File: config.mk
export PLATFORM = sky130hd
export DESIGN_NAME = bitmap_frame_allocator
export DESIGN_NICKNAME = d
export VERILOG_FILES = /design/src/design/bfa_pkg.sv /design/src/design/bfa_ram.sv /design/src/design/bfa_front.sv /design/src/design/bfa_back.sv /design/src/design/bitmap_frame_allocator.sv
export SDC_FILE = /design/constraint.sdc
export NUM_CORES = 2
export LEC_CHECK = 0
export ABC_AREA = 0
export BUFFER_PORTS_ARGS = -buffer_cell sky130_fd_sc_hd__buf_2
export CORE_ASPECT_RATIO = 1.75
export CORE_UTILIZATION = 36
export CTS_CLUSTER_SIZE = 16
export DETAILED_ROUTE_END_ITERATION = 8
export GPL_TIMING_DRIVEN = 1
export PLACE_DENSITY_LB_ADDON = 0.3
export REMOVE_ABC_BUFFERS = 1
export SYNTH_ARGS = -nofsm -noshare
export SYNTH_HDL_FRONTEND = slang
export SYNTH_SLANG_ARGS = --single-unit
File: constraint.sdc
create_clock -name clock -period 8.3 [get_ports clock]
set_input_delay 0.415 -clock clock [delete_from_list [all_inputs] [get_ports clock]]
set_output_delay 0.415 -clock clock [all_outputs]
set_load 0.005 [all_outputs]
File: src/design/bfa_pkg.sv
// ---------------------------------------------------------------------------
// bfa_pkg - shared types and constants of the bitmap frame allocator
// Map geometry, status codes, job kinds and the job record that passes
// from the front end to the back end.
// ---------------------------------------------------------------------------
`default_nettype none

package bfa_pkg;

   localparam int NUM_FRAMES  = 1024;
   localparam int FRAME_SHIFT = 12;
   localparam int WORD_W      = 32;
   localparam int BIT_W       = 5;
   localparam int NUM_WORDS   = (NUM_FRAMES + WORD_W - 1) / WORD_W;
   localparam int WADDR_W     = (NUM_WORDS > 1) ? $clog2(NUM_WORDS) : 1;
   localparam int FIDX_W      = WADDR_W + BIT_W;
   localparam int CNT_W       = $clog2(NUM_FRAMES + 1);
   localparam int PAGE_W      = 64 - FRAME_SHIFT;

   localparam logic [63:0]        BASE_AT_RESET = 64'h0000_0000_0080_0000;
   localparam logic [WADDR_W-1:0] LAST_WORD     = WADDR_W'(NUM_WORDS - 1);
   localparam logic [FIDX_W-1:0]  LAST_FRAME    = FIDX_W'(NUM_FRAMES - 1);
   localparam logic [PAGE_W-1:0]  PAGE_LIMIT    = PAGE_W'(NUM_FRAMES);

   // result status codes
   localparam logic [2:0] ST_ALLOCATED = 3'd0;
   localparam logic [2:0] ST_NONE_LEFT = 3'd1;
   localparam logic [2:0] ST_FREED     = 3'd2;
   localparam logic [2:0] ST_BAD_ADDR  = 3'd3;
   localparam logic [2:0] ST_WAS_FREE  = 3'd4;

   // request opcodes
   localparam logic OP_ALLOC = 1'b0;
   localparam logic OP_FREE  = 1'b1;

   // job kinds after classification
   localparam logic [1:0] KIND_ALLOC = 2'd0;
   localparam logic [1:0] KIND_FREE  = 2'd1;
   localparam logic [1:0] KIND_BAD   = 2'd2;

   typedef struct packed {
      logic [1:0]        kind;
      logic [FIDX_W-1:0] frame;
   } job_type;

   // bits of the last map word that lie past the last frame read as used
   function automatic logic [WORD_W-1:0] tail_mask();
      logic [WORD_W-1:0] m;
      m = '0;
      for (int i = 0; i < WORD_W; i++) begin
         if ((NUM_WORDS - 1) * WORD_W + i >= NUM_FRAMES) begin
            m[i] = 1'b1;
         end
      end
      return m;
   endfunction

   localparam logic [WORD_W-1:0] TAIL_MASK = tail_mask();

endpackage

`default_nettype wire

File: src/design/bfa_ram.sv
// ---------------------------------------------------------------------------
// bfa_ram - generic single-write, single-read RAM
// One write port and one read port; read data is registered.
// ---------------------------------------------------------------------------
`default_nettype none

module bfa_ram #(
   parameter int WIDTH = 32,
   parameter int DEPTH = 32
) (
   input  wire logic                             clock,
   input  wire logic                             wr_en,
   input  wire logic [$clog2(DEPTH > 1 ? DEPTH : 2)-1:0] wr_addr,
   input  wire logic [WIDTH-1:0]                 wr_data,
   input  wire logic [$clog2(DEPTH > 1 ? DEPTH : 2)-1:0] rd_addr,
   output logic      [WIDTH-1:0]                 rd_data
);

   logic [WIDTH-1:0] mem [DEPTH];

   always_ff @(posedge clock) begin
      if (wr_en) begin
         mem[wr_addr] <= wr_data;
      end
      rd_data <= mem[rd_addr];
   end

endmodule

`default_nettype wire

File: src/design/bfa_front.sv
// ---------------------------------------------------------------------------
// bfa_front - request intake and classification
// Checks free addresses against the region, turns each request into a job
// and holds jobs in a two-entry queue for the back end.
// ---------------------------------------------------------------------------
`default_nettype none

module bfa_front import bfa_pkg::*; (
   input  wire logic        clock,
   input  wire logic        reset,
   input  wire logic [63:0] region_base,
   input  wire logic        req_tvalid,
   output logic             req_tready,
   input  wire logic [63:0] req_tdata,   // address
   input  wire logic        req_tuser,   // opcode
   output logic             job_valid,
   input  wire logic        job_ready,
   output job_type          job
);

   logic [64:0]       diff;
   logic [63:0]       offset;
   logic [PAGE_W-1:0] page;
   logic              bad_addr;
   job_type           new_job;

   job_type     queue_ff [2];
   logic        wr_ptr_ff, wr_ptr_in;
   logic        rd_ptr_ff, rd_ptr_in;
   logic [1:0]  fill_ff, fill_in;
   logic        push, pop;

   // borrow out of the subtract flags an address below the region
   assign diff     = {1'b0, req_tdata} - {1'b0, region_base};
   assign offset   = diff[63:0];
   assign page     = offset[63:FRAME_SHIFT];
   assign bad_addr = diff[64] || (|offset[FRAME_SHIFT-1:0]) || (page >= PAGE_LIMIT);

   always_comb begin
      new_job.frame = page[FIDX_W-1:0];
      if (req_tuser == OP_ALLOC) begin
         new_job.kind = KIND_ALLOC;
      end else if (bad_addr) begin
         new_job.kind = KIND_BAD;
      end else begin
         new_job.kind = KIND_FREE;
      end
   end

   assign req_tready = (fill_ff != 2'd2);
   assign job_valid  = (fill_ff != 2'd0);
   assign job        = queue_ff[rd_ptr_ff];
   assign push       = req_tvalid && req_tready;
   assign pop        = job_valid && job_ready;

   always_comb begin
      wr_ptr_in = push ? ~wr_ptr_ff : wr_ptr_ff;
      rd_ptr_in = pop  ? ~rd_ptr_ff : rd_ptr_ff;
      fill_in   = fill_ff;
      if (push && !pop) begin
         fill_in = fill_ff + 2'd1;
      end else if (pop && !push) begin
         fill_in = fill_ff - 2'd1;
      end
   end

   always_ff @(posedge clock) begin
      if (reset) begin
         wr_ptr_ff <= 1'b0;
         rd_ptr_ff <= 1'b0;
         fill_ff   <= 2'd0;
      end else begin
         wr_ptr_ff <= wr_ptr_in;
         rd_ptr_ff <= rd_ptr_in;
         fill_ff   <= fill_in;
      end
   end

   always_ff @(posedge clock) begin
      if (push) begin
         queue_ff[wr_ptr_ff] <= new_job;
      end
   end

endmodule

`default_nettype wire

File: src/design/bfa_back.sv
// ---------------------------------------------------------------------------
// bfa_back - job execution over the used map
// Scans the map one word per cycle for allocations, clears bits for frees,
// keeps the used count and search hint, and drives the result register.
// ---------------------------------------------------------------------------
`default_nettype none

module bfa_back import bfa_pkg::*; (
   input  wire logic        clock,
   input  wire logic        reset,
   input  wire logic [63:0] region_base,
   input  wire logic        job_valid,
   output logic             job_ready,
   input  wire job_type     job,
   output logic             rsp_tvalid,
   input  wire logic        rsp_tready,
   output logic [63:0]      rsp_frame_address,
   output logic [2:0]       rsp_status,
   output logic [10:0]      rsp_used_count
);

   localparam logic [1:0] S_IDLE  = 2'd0;
   localparam logic [1:0] S_SCAN  = 2'd1;
   localparam logic [1:0] S_FREE  = 2'd2;
   localparam logic [1:0] S_REPLY = 2'd3;

   logic [1:0]           state_ff, state_in;
   logic [WADDR_W-1:0]   word_ff, word_in;
   logic                 first_ff, first_in;
   logic [FIDX_W-1:0]    hint_ff, hint_in;
   logic [FIDX_W-1:0]    frame_ff, frame_in;
   logic [CNT_W-1:0]     count_ff, count_in;
   logic [NUM_WORDS-1:0] rowv_ff, rowv_in;
   logic                 rdv_ff;
   logic                 rsp_valid_ff, rsp_valid_in;
   logic [63:0]          rsp_addr_ff, rsp_addr_in;
   logic [2:0]           rsp_status_ff, rsp_status_in;
   logic [CNT_W-1:0]     rsp_count_ff, rsp_count_in;
   logic [CNT_W+10:0]    count_ext;

   logic                 slot_free;
   logic [WADDR_W-1:0]   rd_addr;
   logic [WORD_W-1:0]    rd_raw, word_data, eff;
   logic [BIT_W-1:0]     pos;
   logic [FIDX_W-1:0]    found;
   logic                 wr_en;
   logic [WORD_W-1:0]    wr_data;

   assign slot_free = !rsp_valid_ff || rsp_tready;
   assign job_ready = (state_ff == S_IDLE) && slot_free;

   always_comb begin
      case (state_ff)
         S_IDLE: begin
            if (job.kind == KIND_FREE) begin
               rd_addr = job.frame[FIDX_W-1:BIT_W];
            end else begin
               rd_addr = hint_ff[FIDX_W-1:BIT_W];
            end
         end
         S_SCAN:  rd_addr = word_ff + WADDR_W'(1);
         default: rd_addr = word_ff;
      endcase
   end

   bfa_ram #(
      .WIDTH (WORD_W),
      .DEPTH (NUM_WORDS)
   ) u_map (
      .clock   (clock),
      .wr_en   (wr_en),
      .wr_addr (word_ff),
      .wr_data (wr_data),
      .rd_addr (rd_addr),
      .rd_data (rd_raw)
   );

   // rows never written since reset read as all free
   assign word_data = rdv_ff ? rd_raw : '0;

   always_comb begin
      eff = word_data;
      if (first_ff) begin
         eff = eff | ((WORD_W'(1) << hint_ff[BIT_W-1:0]) - WORD_W'(1));
      end
      if (word_ff == LAST_WORD) begin
         eff = eff | TAIL_MASK;
      end
   end

   // lowest clear bit of the masked word
   always_comb begin
      pos = '0;
      for (int i = WORD_W - 1; i >= 0; i--) begin
         if (!eff[i]) begin
            pos = BIT_W'(i);
         end
      end
   end

   assign found = {word_ff, pos};

   always_comb begin
      state_in      = state_ff;
      word_in       = word_ff;
      first_in      = first_ff;
      hint_in       = hint_ff;
      frame_in      = frame_ff;
      count_in      = count_ff;
      rowv_in       = rowv_ff;
      wr_en         = 1'b0;
      wr_data       = word_data;
      rsp_valid_in  = rsp_valid_ff && !rsp_tready;
      rsp_addr_in   = rsp_addr_ff;
      rsp_status_in = rsp_status_ff;
      rsp_count_in  = rsp_count_ff;

      case (state_ff)
         S_IDLE: begin
            if (job_valid && job_ready) begin
               case (job.kind)
                  KIND_ALLOC: begin
                     word_in  = hint_ff[FIDX_W-1:BIT_W];
                     first_in = 1'b1;
                     state_in = S_SCAN;
                  end
                  KIND_FREE: begin
                     word_in  = job.frame[FIDX_W-1:BIT_W];
                     frame_in = job.frame;
                     state_in = S_FREE;
                  end
                  default: begin
                     rsp_valid_in  = 1'b1;
                     rsp_addr_in   = '0;
                     rsp_status_in = ST_BAD_ADDR;
                     rsp_count_in  = count_ff;
                  end
               endcase
            end
         end
         S_SCAN: begin
            if (!(&eff)) begin
               wr_en            = 1'b1;
               wr_data          = word_data | (WORD_W'(1) << pos);
               rowv_in[word_ff] = 1'b1;
               count_in         = count_ff + CNT_W'(1);
               frame_in         = found;
               hint_in          = (found == LAST_FRAME) ? '0 : found + FIDX_W'(1);
               state_in         = S_REPLY;
            end else if (word_ff == LAST_WORD) begin
               rsp_valid_in  = 1'b1;
               rsp_addr_in   = '0;
               rsp_status_in = ST_NONE_LEFT;
               rsp_count_in  = count_ff;
               state_in      = S_IDLE;
            end else begin
               // advance to the next word
               word_in  = word_ff + WADDR_W'(1);
               first_in = 1'b0;
            end
         end
         S_FREE: begin
            rsp_valid_in = 1'b1;
            rsp_addr_in  = '0;
            state_in     = S_IDLE;
            if (word_data[frame_ff[BIT_W-1:0]]) begin
               wr_en            = 1'b1;
               wr_data          = word_data & ~(WORD_W'(1) << frame_ff[BIT_W-1:0]);
               rowv_in[word_ff] = 1'b1;
               count_in         = (count_ff != '0) ? count_ff - CNT_W'(1) : count_ff;
               if (frame_ff < hint_ff) begin
                  hint_in = frame_ff;
               end
               rsp_status_in = ST_FREED;
               rsp_count_in  = (count_ff != '0) ? count_ff - CNT_W'(1) : count_ff;
            end else begin
               rsp_status_in = ST_WAS_FREE;
               rsp_count_in  = count_ff;
            end
         end
         S_REPLY: begin
            rsp_valid_in  = 1'b1;
            rsp_addr_in   = region_base + (64'(frame_ff) << FRAME_SHIFT);
            rsp_status_in = ST_ALLOCATED;
            rsp_count_in  = count_ff;
            state_in      = S_IDLE;
         end
         default: begin
            state_in = S_IDLE;
         end
      endcase
   end

   always_ff @(posedge clock) begin
      if (reset) begin
         state_ff     <= S_IDLE;
         first_ff     <= 1'b0;
         hint_ff      <= '0;
         count_ff     <= '0;
         rowv_ff      <= '0;
         rdv_ff       <= 1'b0;
         rsp_valid_ff <= 1'b0;
      end else begin
         state_ff     <= state_in;
         first_ff     <= first_in;
         hint_ff      <= hint_in;
         count_ff     <= count_in;
         rowv_ff      <= rowv_in;
         rdv_ff       <= rowv_ff[rd_addr];
         rsp_valid_ff <= rsp_valid_in;
      end
   end

   always_ff @(posedge clock) begin
      word_ff       <= word_in;
      frame_ff      <= frame_in;
      rsp_addr_ff   <= rsp_addr_in;
      rsp_status_ff <= rsp_status_in;
      rsp_count_ff  <= rsp_count_in;
   end

   assign count_ext         = {11'b0, rsp_count_ff};
   assign rsp_tvalid        = rsp_valid_ff;
   assign rsp_frame_address = rsp_addr_ff;
   assign rsp_status        = rsp_status_ff;
   assign rsp_used_count    = count_ext[10:0];

endmodule

`default_nettype wire

File: src/design/bitmap_frame_allocator.sv
// ---------------------------------------------------------------------------
// bitmap_frame_allocator - 4 KB physical frame allocator, top level
// Requests enter on req_ (tuser: opcode 0 allocate, 1 free; tdata: address
// of the frame to free). Each request yields one transfer on rsp_ with the
// frame address, a status in tuser and the used frame count.
// csr_ writes region_base, the byte address of frame zero; write it only
// while no request is outstanding.
// A free reads its map word on acceptance and answers from S_FREE; a
// rejected free answers from S_IDLE. An allocation scans in S_SCAN from
// the search hint, passing over up to 31 32-bit map words, one word of the
// used-map RAM per cycle through its single read port, and answers via
// S_REPLY, or from S_SCAN with no frame left. New jobs are taken only in
// S_IDLE, one per cycle for rejected frees while rsp_tready is high.
// Requests are classified on entry and wait in a two-entry queue, so the
// intake keeps accepting while the back end works or the result waits.
// A stalled rsp_ holds its result and the back end takes no new job until
// it is transferred; the queue then fills and req_tready drops.
// Reset empties the queue, marks every frame free (per-row valid bits, no
// clearing pass), zeroes the count and hint and sets region_base to
// 0x800000.
// ---------------------------------------------------------------------------
`default_nettype none

module bitmap_frame_allocator import bfa_pkg::*; (
   input  wire logic        clock,
   input  wire logic        reset,
   input  wire logic        req_tvalid,
   output logic             req_tready,
   input  wire logic [63:0] req_tdata,   // [63:0] address
   input  wire logic        req_tuser,   // [0] opcode
   output logic             rsp_tvalid,
   input  wire logic        rsp_tready,
   output logic [79:0]      rsp_tdata,   // [63:0] frame_address, [74:64] used_count, zero pad
   output logic [2:0]       rsp_tuser,   // [2:0] status
   input  wire logic        csr_valid,
   output logic             csr_ready,
   input  wire logic [63:0] csr_data     // region_base
);

   logic [63:0] base_ff, base_in;
   logic        job_valid;
   logic        job_ready;
   job_type     job;
   logic [63:0] frame_address;
   logic [10:0] used_count;

   assign csr_ready = 1'b1;
   assign base_in   = (csr_valid && csr_ready) ? csr_data : base_ff;

   always_ff @(posedge clock) begin
      if (reset) begin
         base_ff <= BASE_AT_RESET;
      end else begin
         base_ff <= base_in;
      end
   end

   bfa_front u_front (
      .clock       (clock),
      .reset       (reset),
      .region_base (base_ff),
      .req_tvalid  (req_tvalid),
      .req_tready  (req_tready),
      .req_tdata   (req_tdata),
      .req_tuser   (req_tuser),
      .job_valid   (job_valid),
      .job_ready   (job_ready),
      .job         (job)
   );

   bfa_back u_back (
      .clock             (clock),
      .reset             (reset),
      .region_base       (base_ff),
      .job_valid         (job_valid),
      .job_ready         (job_ready),
      .job               (job),
      .rsp_tvalid        (rsp_tvalid),
      .rsp_tready        (rsp_tready),
      .rsp_frame_address (frame_address),
      .rsp_status        (rsp_tuser),
      .rsp_used_count    (used_count)
   );

   assign rsp_tdata = {5'b0, used_count, frame_address};

endmodule

`default_nettype wire
Word level (Yosys, flattened, before mapping) --
Memory sizes are Yosys's and may differ from the RTL's. A register that Yosys moved wholly into a read port is not among the register bits. Index checks and enable logic that the tools add are counted. Widths: inputs -> output; s select.
Word-level totals: bits in registers 219, output and inout bits 86, memories 2, RAM bits 1048, bits of input ports 134
Memory list:
- u_back.u_map.mem | depth 32, bits a word 32, rd ports 1, clocked after Yosys merged registers in 1, write ports 1, line bfa_ram.sv:19 | logic [WIDTH-1:0] mem [DEPTH];
- u_front.queue_ff | depth 2, bits a word 12, rd ports 1, clocked after Yosys merged registers in 1, write ports 1, line bfa_front.sv:27 | job_type queue_ff [2];
Operators by class: $add $sub $neg 9, muxes and demuxes 110, $lt $le $gt $ge 6, shift operators 3, bitwise logic cells 7, reduce and logical (&&, ||, !) cells 33, equality and inequality tests 19
Operator list (count):
- $mux 64 | 4
- $pmux 64 s4 | 1
- $mux 32 | 6
- $mux 5 | 36
- $pmux 32 s2 | 2
- $or 32x32->32 | 3
- $shl 1x5->32 const A | 3
- $mux 11 | 7
- $mux 10 | 7
- $sub 64x64->65 | 1
- $add 64x22->64 | 1
- $ge 52x11->1 const B | 1
- $pmux 11 s4 | 1
- $pmux 10 s2 | 2
- $and 32x32->32 | 1
- $not 32->32 | 1
- $reduce_and 32->1 | 1
- $sub 32x1->32 const B | 1
- $pmux 5 s2 | 3
- $pmux 11 s2 | 1
- $mux 1 | 19
- $lt 5x6->1 const B | 3
- $mux 3 | 5
- $mux 2 | 7
- other kinds (35) | 70

Longest topological paths before layout --
depth after elaboration 40, mapped depth 23

By module --
From an unflattened synthesis, not the netlist that was laid out.
Unflattened totals: cell total of the unflattened synthesis 4701, area total of the unflattened synthesis 60506.8 um^2
Modules (own cells, without submodules):
- bfa_ram | times used 1, cells each 2260, area an instance 40492.6 um^2
- bfa_back | times used 1, cells each 1346, area an instance 11444.7 um^2
- bfa_front | times used 1, cells each 881, area an instance 6222.2 um^2
- bitmap_frame_allocator | times used 1, cells each 214, area an instance 2347.3 um^2

Least setup slack after synthesis --
Ideal clock, no wire load.
path kind register to register, from register u_back.hint_ff[4], to register u_back.rsp_addr_ff[0], in the netlist u_back.rsp_frame_address[0], enable pin, clock period less this slack 7.376 ns, slack 0.924 ns, cell stages (with the launch flop) 15, data required time 7.760 ns, path buffers 2, data arrival time 6.836 ns, setup time 0.540 ns, cells stage by stage dfxtp_1 -> buf_6 -> nor3_1 -> nand2_1 -> ha_1 -> buf_6 -> or4bb_1 -> a211oi_1 -> o21a_1 -> o211ai_1 -> nor4_1 -> and3_1 -> and2_1 -> nand2_1 -> a21oi_1
On the way: cells in the longest elaborated chain, start to end 7
RTL lines:
- start, declared | line bfa_back.sv:30 | logic [FIDX_W-1:0] hint_ff, hint_in;
- start signal, assigned | line bfa_back.sv:206 | hint_ff <= hint_in;
- $shl 1x5->32 | line bfa_back.sv:84 | eff = eff | ((WORD_W'(1) << hint_ff[BIT_W-1:0]) - WORD_W'(1));
- $sub 32x1->32 | line bfa_back.sv:84
- $or 32x32->32 | line bfa_back.sv:84
- $mux 32 | line bfa_back.sv:83 | if (first_ff) begin
- $reduce_and 32->1 | line bfa_back.sv:142 | if (!(&eff)) begin
- $ne 2x1->1 (no line)
- $reduce_and 4->1 (no line)
- end signal, assigned | line bfa_back.sv:217 | rsp_addr_ff <= rsp_addr_in;
- end, declared | line bfa_back.sv:36 | logic [63:0] rsp_addr_ff, rsp_addr_in;
Every way passes these cells. A chain may end at the register's enable or synchronous reset.

Worst setup path after layout --
from register u_back.hint_ff[3], to memory u_back.u_map.mem[14][7], enable pin
On the way: cells in the longest elaborated chain, start to end 9
RTL lines:
- $shl 1x5->32 | line bfa_back.sv:84
- $sub 32x1->32 | line bfa_back.sv:84
- $or 32x32->32 | line bfa_back.sv:84
- $mux 32 | line bfa_back.sv:83
- $reduce_and 32->1 | line bfa_back.sv:142
- $mux 1 | line bfa_back.sv:142
- $pmux 1 s2 | line bfa_back.sv:118 | case (state_ff)
- $mux 1 | line bfa_ram.sv:22 | if (wr_en) begin
- $mux 1 (not written as such) | line bfa_ram.sv:23 | mem[wr_addr] <= wr_data;
- end, declared | line bfa_ram.sv:19
Every way passes these cells.

==> impl_metrics.csv <==
group,metric,value,unit
timing,setup_viol_count_final,0,
timing,min_period_over_period,85.82,%
route,antenna_left,0,
synthesis,ys_types,112,
place,io_buffers,213,
floorplan,dieArea,170200,um^2
timing,drv_slew,0,
timing,tns,0,ns
finish,area.growth.synth_to_final,14.00,%
setup_path,r2r_slack,1.18,ns
run,drv_cap,0,
setup_path,r2r_cells,15,
route,route.detailed.drc,0,
global_route,grt_pass1_wl,288000,um
pwr,p_per_area,376.3,nW/um^2
route,drt_iter0_drc,2985,
floorplan,fp.dieH,545.0,um
place,placed_cells,7265,
synthesis,syn_inst,5088,
synthesis,synth_compound_area_share,15.89,%
timing,clock_skew,0.05837,ns
finish,final_common_cell,"edfxtp_1",
global_route,grt-ovfl-total,0,
pwr,ir_worst_vdd,0.4964,mV
place,gp_congestion,1.047,
synthesis,synth_mux_area_share,4.047,%
timing,relSlewSlack,14.59,%
synthesis,syn_area,60660,um^2
cts,root_buffer,"clkbuf_16",
route,drt_pre_antenna_iters,6,
setup_path,r2r-end,"u_back.u_map.mem[14][7]",
finish,stdcell_count,7553,
timing,rsz0062_at_grt,"no",
route,via_count,42410,
global_route,antenna_found_initial,14,
cts,cts_tree,"done",
timing,max_slew.worst_pin.slew,1.268,ns
finish,final_cell_mix,"edfxtp_1 (1141), a211oi_1 (520), nand2_1 (512)",
synthesis,ys_async_sr_fraction,0,%
setup_path,crit_start,"u_back.hint_ff[3]",
cts,cts.hold.buffers_added,64,
timing,hold_viol_final,0,
cts,numCtsBuffers,115,
synthesis,synth_xor_xnor_area_share,1.126,%
floorplan,core.rowCount,199,
synthesis,synth-simple-area-share,11.64,%
finish,fin_nets,5473,
finish,drive_gt1_share,11.99,%
synthesis,post_synth_fa_ha_maj_area_fraction,2.170,%
synthesis,synth.ff_latch_count,1300,
cts,clkSlewWorstSetupHoldPaths,0.07,ns
route,avgRoutedWirePerCell,26.53,um
setup_path,worstPathArrival,7.58,ns
route,avgViaCountPerCell,5.615,
global_route,grt_pass1_vias,41940,
finish,fillers,15550,
synthesis,synth-edff-count,1141,
floorplan,io_pins,220,
floorplan,core-area,167600,um^2
setup_path,worstSetupStartpointType,"flip-flop",
cts,cts_buffer_depth,3,
cts,cts-resized-gates,0,
route,wl,200400,um
setup_path,path_class,"reg -> reg",
global_route,grt_usage,22.98,%
global_route,grt_max_degree,175,
cts,post_cts_buffers,0,
synthesis,yosysWarnings,0,
setup_path,critPathMaxFanout,32,
synthesis,ys_seq_area_share,61.74,%
pwr,power.total,26.02,mW
synthesis,synth_top_family_by_area,"compound AO/OA/AOI/OAI gates",
outcome,status,"finished clean",
floorplan,initial_core_util,36.20,%
cts,clock_latency,0.77,ns
synthesis,syn_area_per_cell,11.92,um^2
setup_path,critical_path_required,8.75,ns
setup_path,r2r_start,"u_back.hint_ff[3]",
place,place_hpwl,140100,um
floorplan,die_w,312.3,um
pwr,p_leak,23.65,nW
cts,cts.sinks,1300,
timing,max_freq,0.1404,GHz
synthesis,yosys_most_used_dff,"edfxtp_1",
setup_path,crit_path_end,"u_back.u_map.mem[14][7]",
min_path,hold_class,"in -> reg",
setup_path,cp-end-kind,"flip-flop",
cts,cts_max_level,3,
timing,period_minus_slack,7.123,ns
Yosys cell counts, types with 10 or more instances:
master	instances	share of area, %
a211oi_1	520	6.4
a21boi_0	13	0.16
a21o_1	67	0.83
a21oi_1	314	2.6
a31oi_1	146	1.5
and2_1	151	1.6
and3_1	19	0.20
buf_1	22	0.14
buf_2	68	0.56
clkbuf_1	244	1.5
dfxtp_1	159	5.2
edfxtp_1	1141	56
ha_1	102	2.1
inv_1	131	0.81
mux2_2	14	0.26
mux2i_1	216	3.6
nand2_1	513	3.2
nand2b_1	18	0.19
nand3_1	64	0.53
nand4_1	35	0.36
nor2_1	307	1.9
nor2b_1	150	1.5
nor3_1	57	0.47
nor4_1	28	0.29
o2111ai_1	13	0.19
o211ai_1	15	0.19
o21a_1	30	0.37
o21ai_0	158	1.3
o21bai_1	11	0.14
o22ai_1	13	0.13
o31ai_1	10	0.12
or2_2	10	0.10
or3_1	29	0.30
xnor2_1	50	0.72
xor2_1	28	0.40
logic make-up after synthesis:
family | after synthesis
mux | 236
flops | 1300
fa+ha+maj | 104
compound gates | 1434
simple gates | 1445
xor+xnor | 78
other cells | 2
buf+inv | 489
flip-flops by register name, indices dropped and copies added (netlist names), 11 cells and up, named ones only:
signal / flops
u_back.rsp_frame_address: 64
u_front.queue_ff: 24
u_back.rowv_ff: 32
base_ff: 64
u_back.u_map.mem: 1024
u_back.rsp_used_count: 11
u_back.count_ff: 11
u_back.u_map.rd_data: 32
layout make-up:
type | count | area, um^2 | area share (%)
timing repair buffer | 380 | 2735 | 3.955
clock inverter | 80 | 997.2 | 1.442
inverter | 135 | 506.7 | 0.7328
sequential | 1300 | 37450 | 54.16
clock buffer | 133 | 2945 | 4.259
tap | 2211 | 2766 | 4.001
multi-input combinational | 3303 | 21720 | 31.41
antenna | 11 | 27.53 | 0.03981
routing by layer:
metal | vias up | GRT usage [%] | routed length (um)
met5 | - | 0 | 27
met4 | 4 | 16.06 | 15530
met3 | 500 | 3.030 | 9096
met2 | 1412 | 43.24 | 106700
met1 | 20950 | 23.25 | 69040
li1 | 19550 | - | -
stage by stage:
step                      util [%]  hold slack [ns]  setup slack (ns)  instance area [um^2]
after floorplan                  -           0.4285            -25.54                 59130
after global placement       38.51           0.4452             1.320                 64540
after detailed placement     38.51           0.4463             1.296                 64540
after CTS                    41.25          0.06723             1.229                 69120
after global routing         41.26           0.1072            0.7451                 69140
final                        41.27           0.1125             1.177                 69150
power by group:
| group | internal (mW) | switching (mW) |
|---|---|---|
| combinational | 3.54 | 8.18 |
| clock | 3.13 | 2.50 |
| sequential | 8.07 | 0.605 |
critical path, cell delays in order, from the launching register on:
cell and delay, ns:
dfxtp_1 0.98, nor2_1 0.30, nand3_1 0.18, ha_1 0.97, nand2_1 0.27, o21ai_0 0.35, o32ai_2 0.14, a211oi_2 0.54
or4b_1 0.77, nor3_4 0.36, and2_1 0.26, nand2b_1 0.17, a21oi_1 0.21, nand2_1 0.68, nor2_4 0.25, buf_4 0.31
worst min-delay path by stage:
stage                  startpoint                       to  slack, ns  cells after the start
4_1_cts                req_tvalid        u_front.wr_ptr_ff       0.07                      4
3_3_place_gp   u_back.rowv_ff[31]       u_back.rowv_ff[31]       0.45                      2
5_1_grt                 req_tuser  u_front.queue_ff[0][11]       0.11                      2
2_1_floorplan  u_back.rowv_ff[15]       u_back.rowv_ff[15]       0.43                      2
6_report                req_tuser  u_front.queue_ff[0][11]       0.11                      2
3_5_place_dp   u_back.rowv_ff[31]       u_back.rowv_ff[31]       0.45                      2
Power figures use the tool's default switching activity.
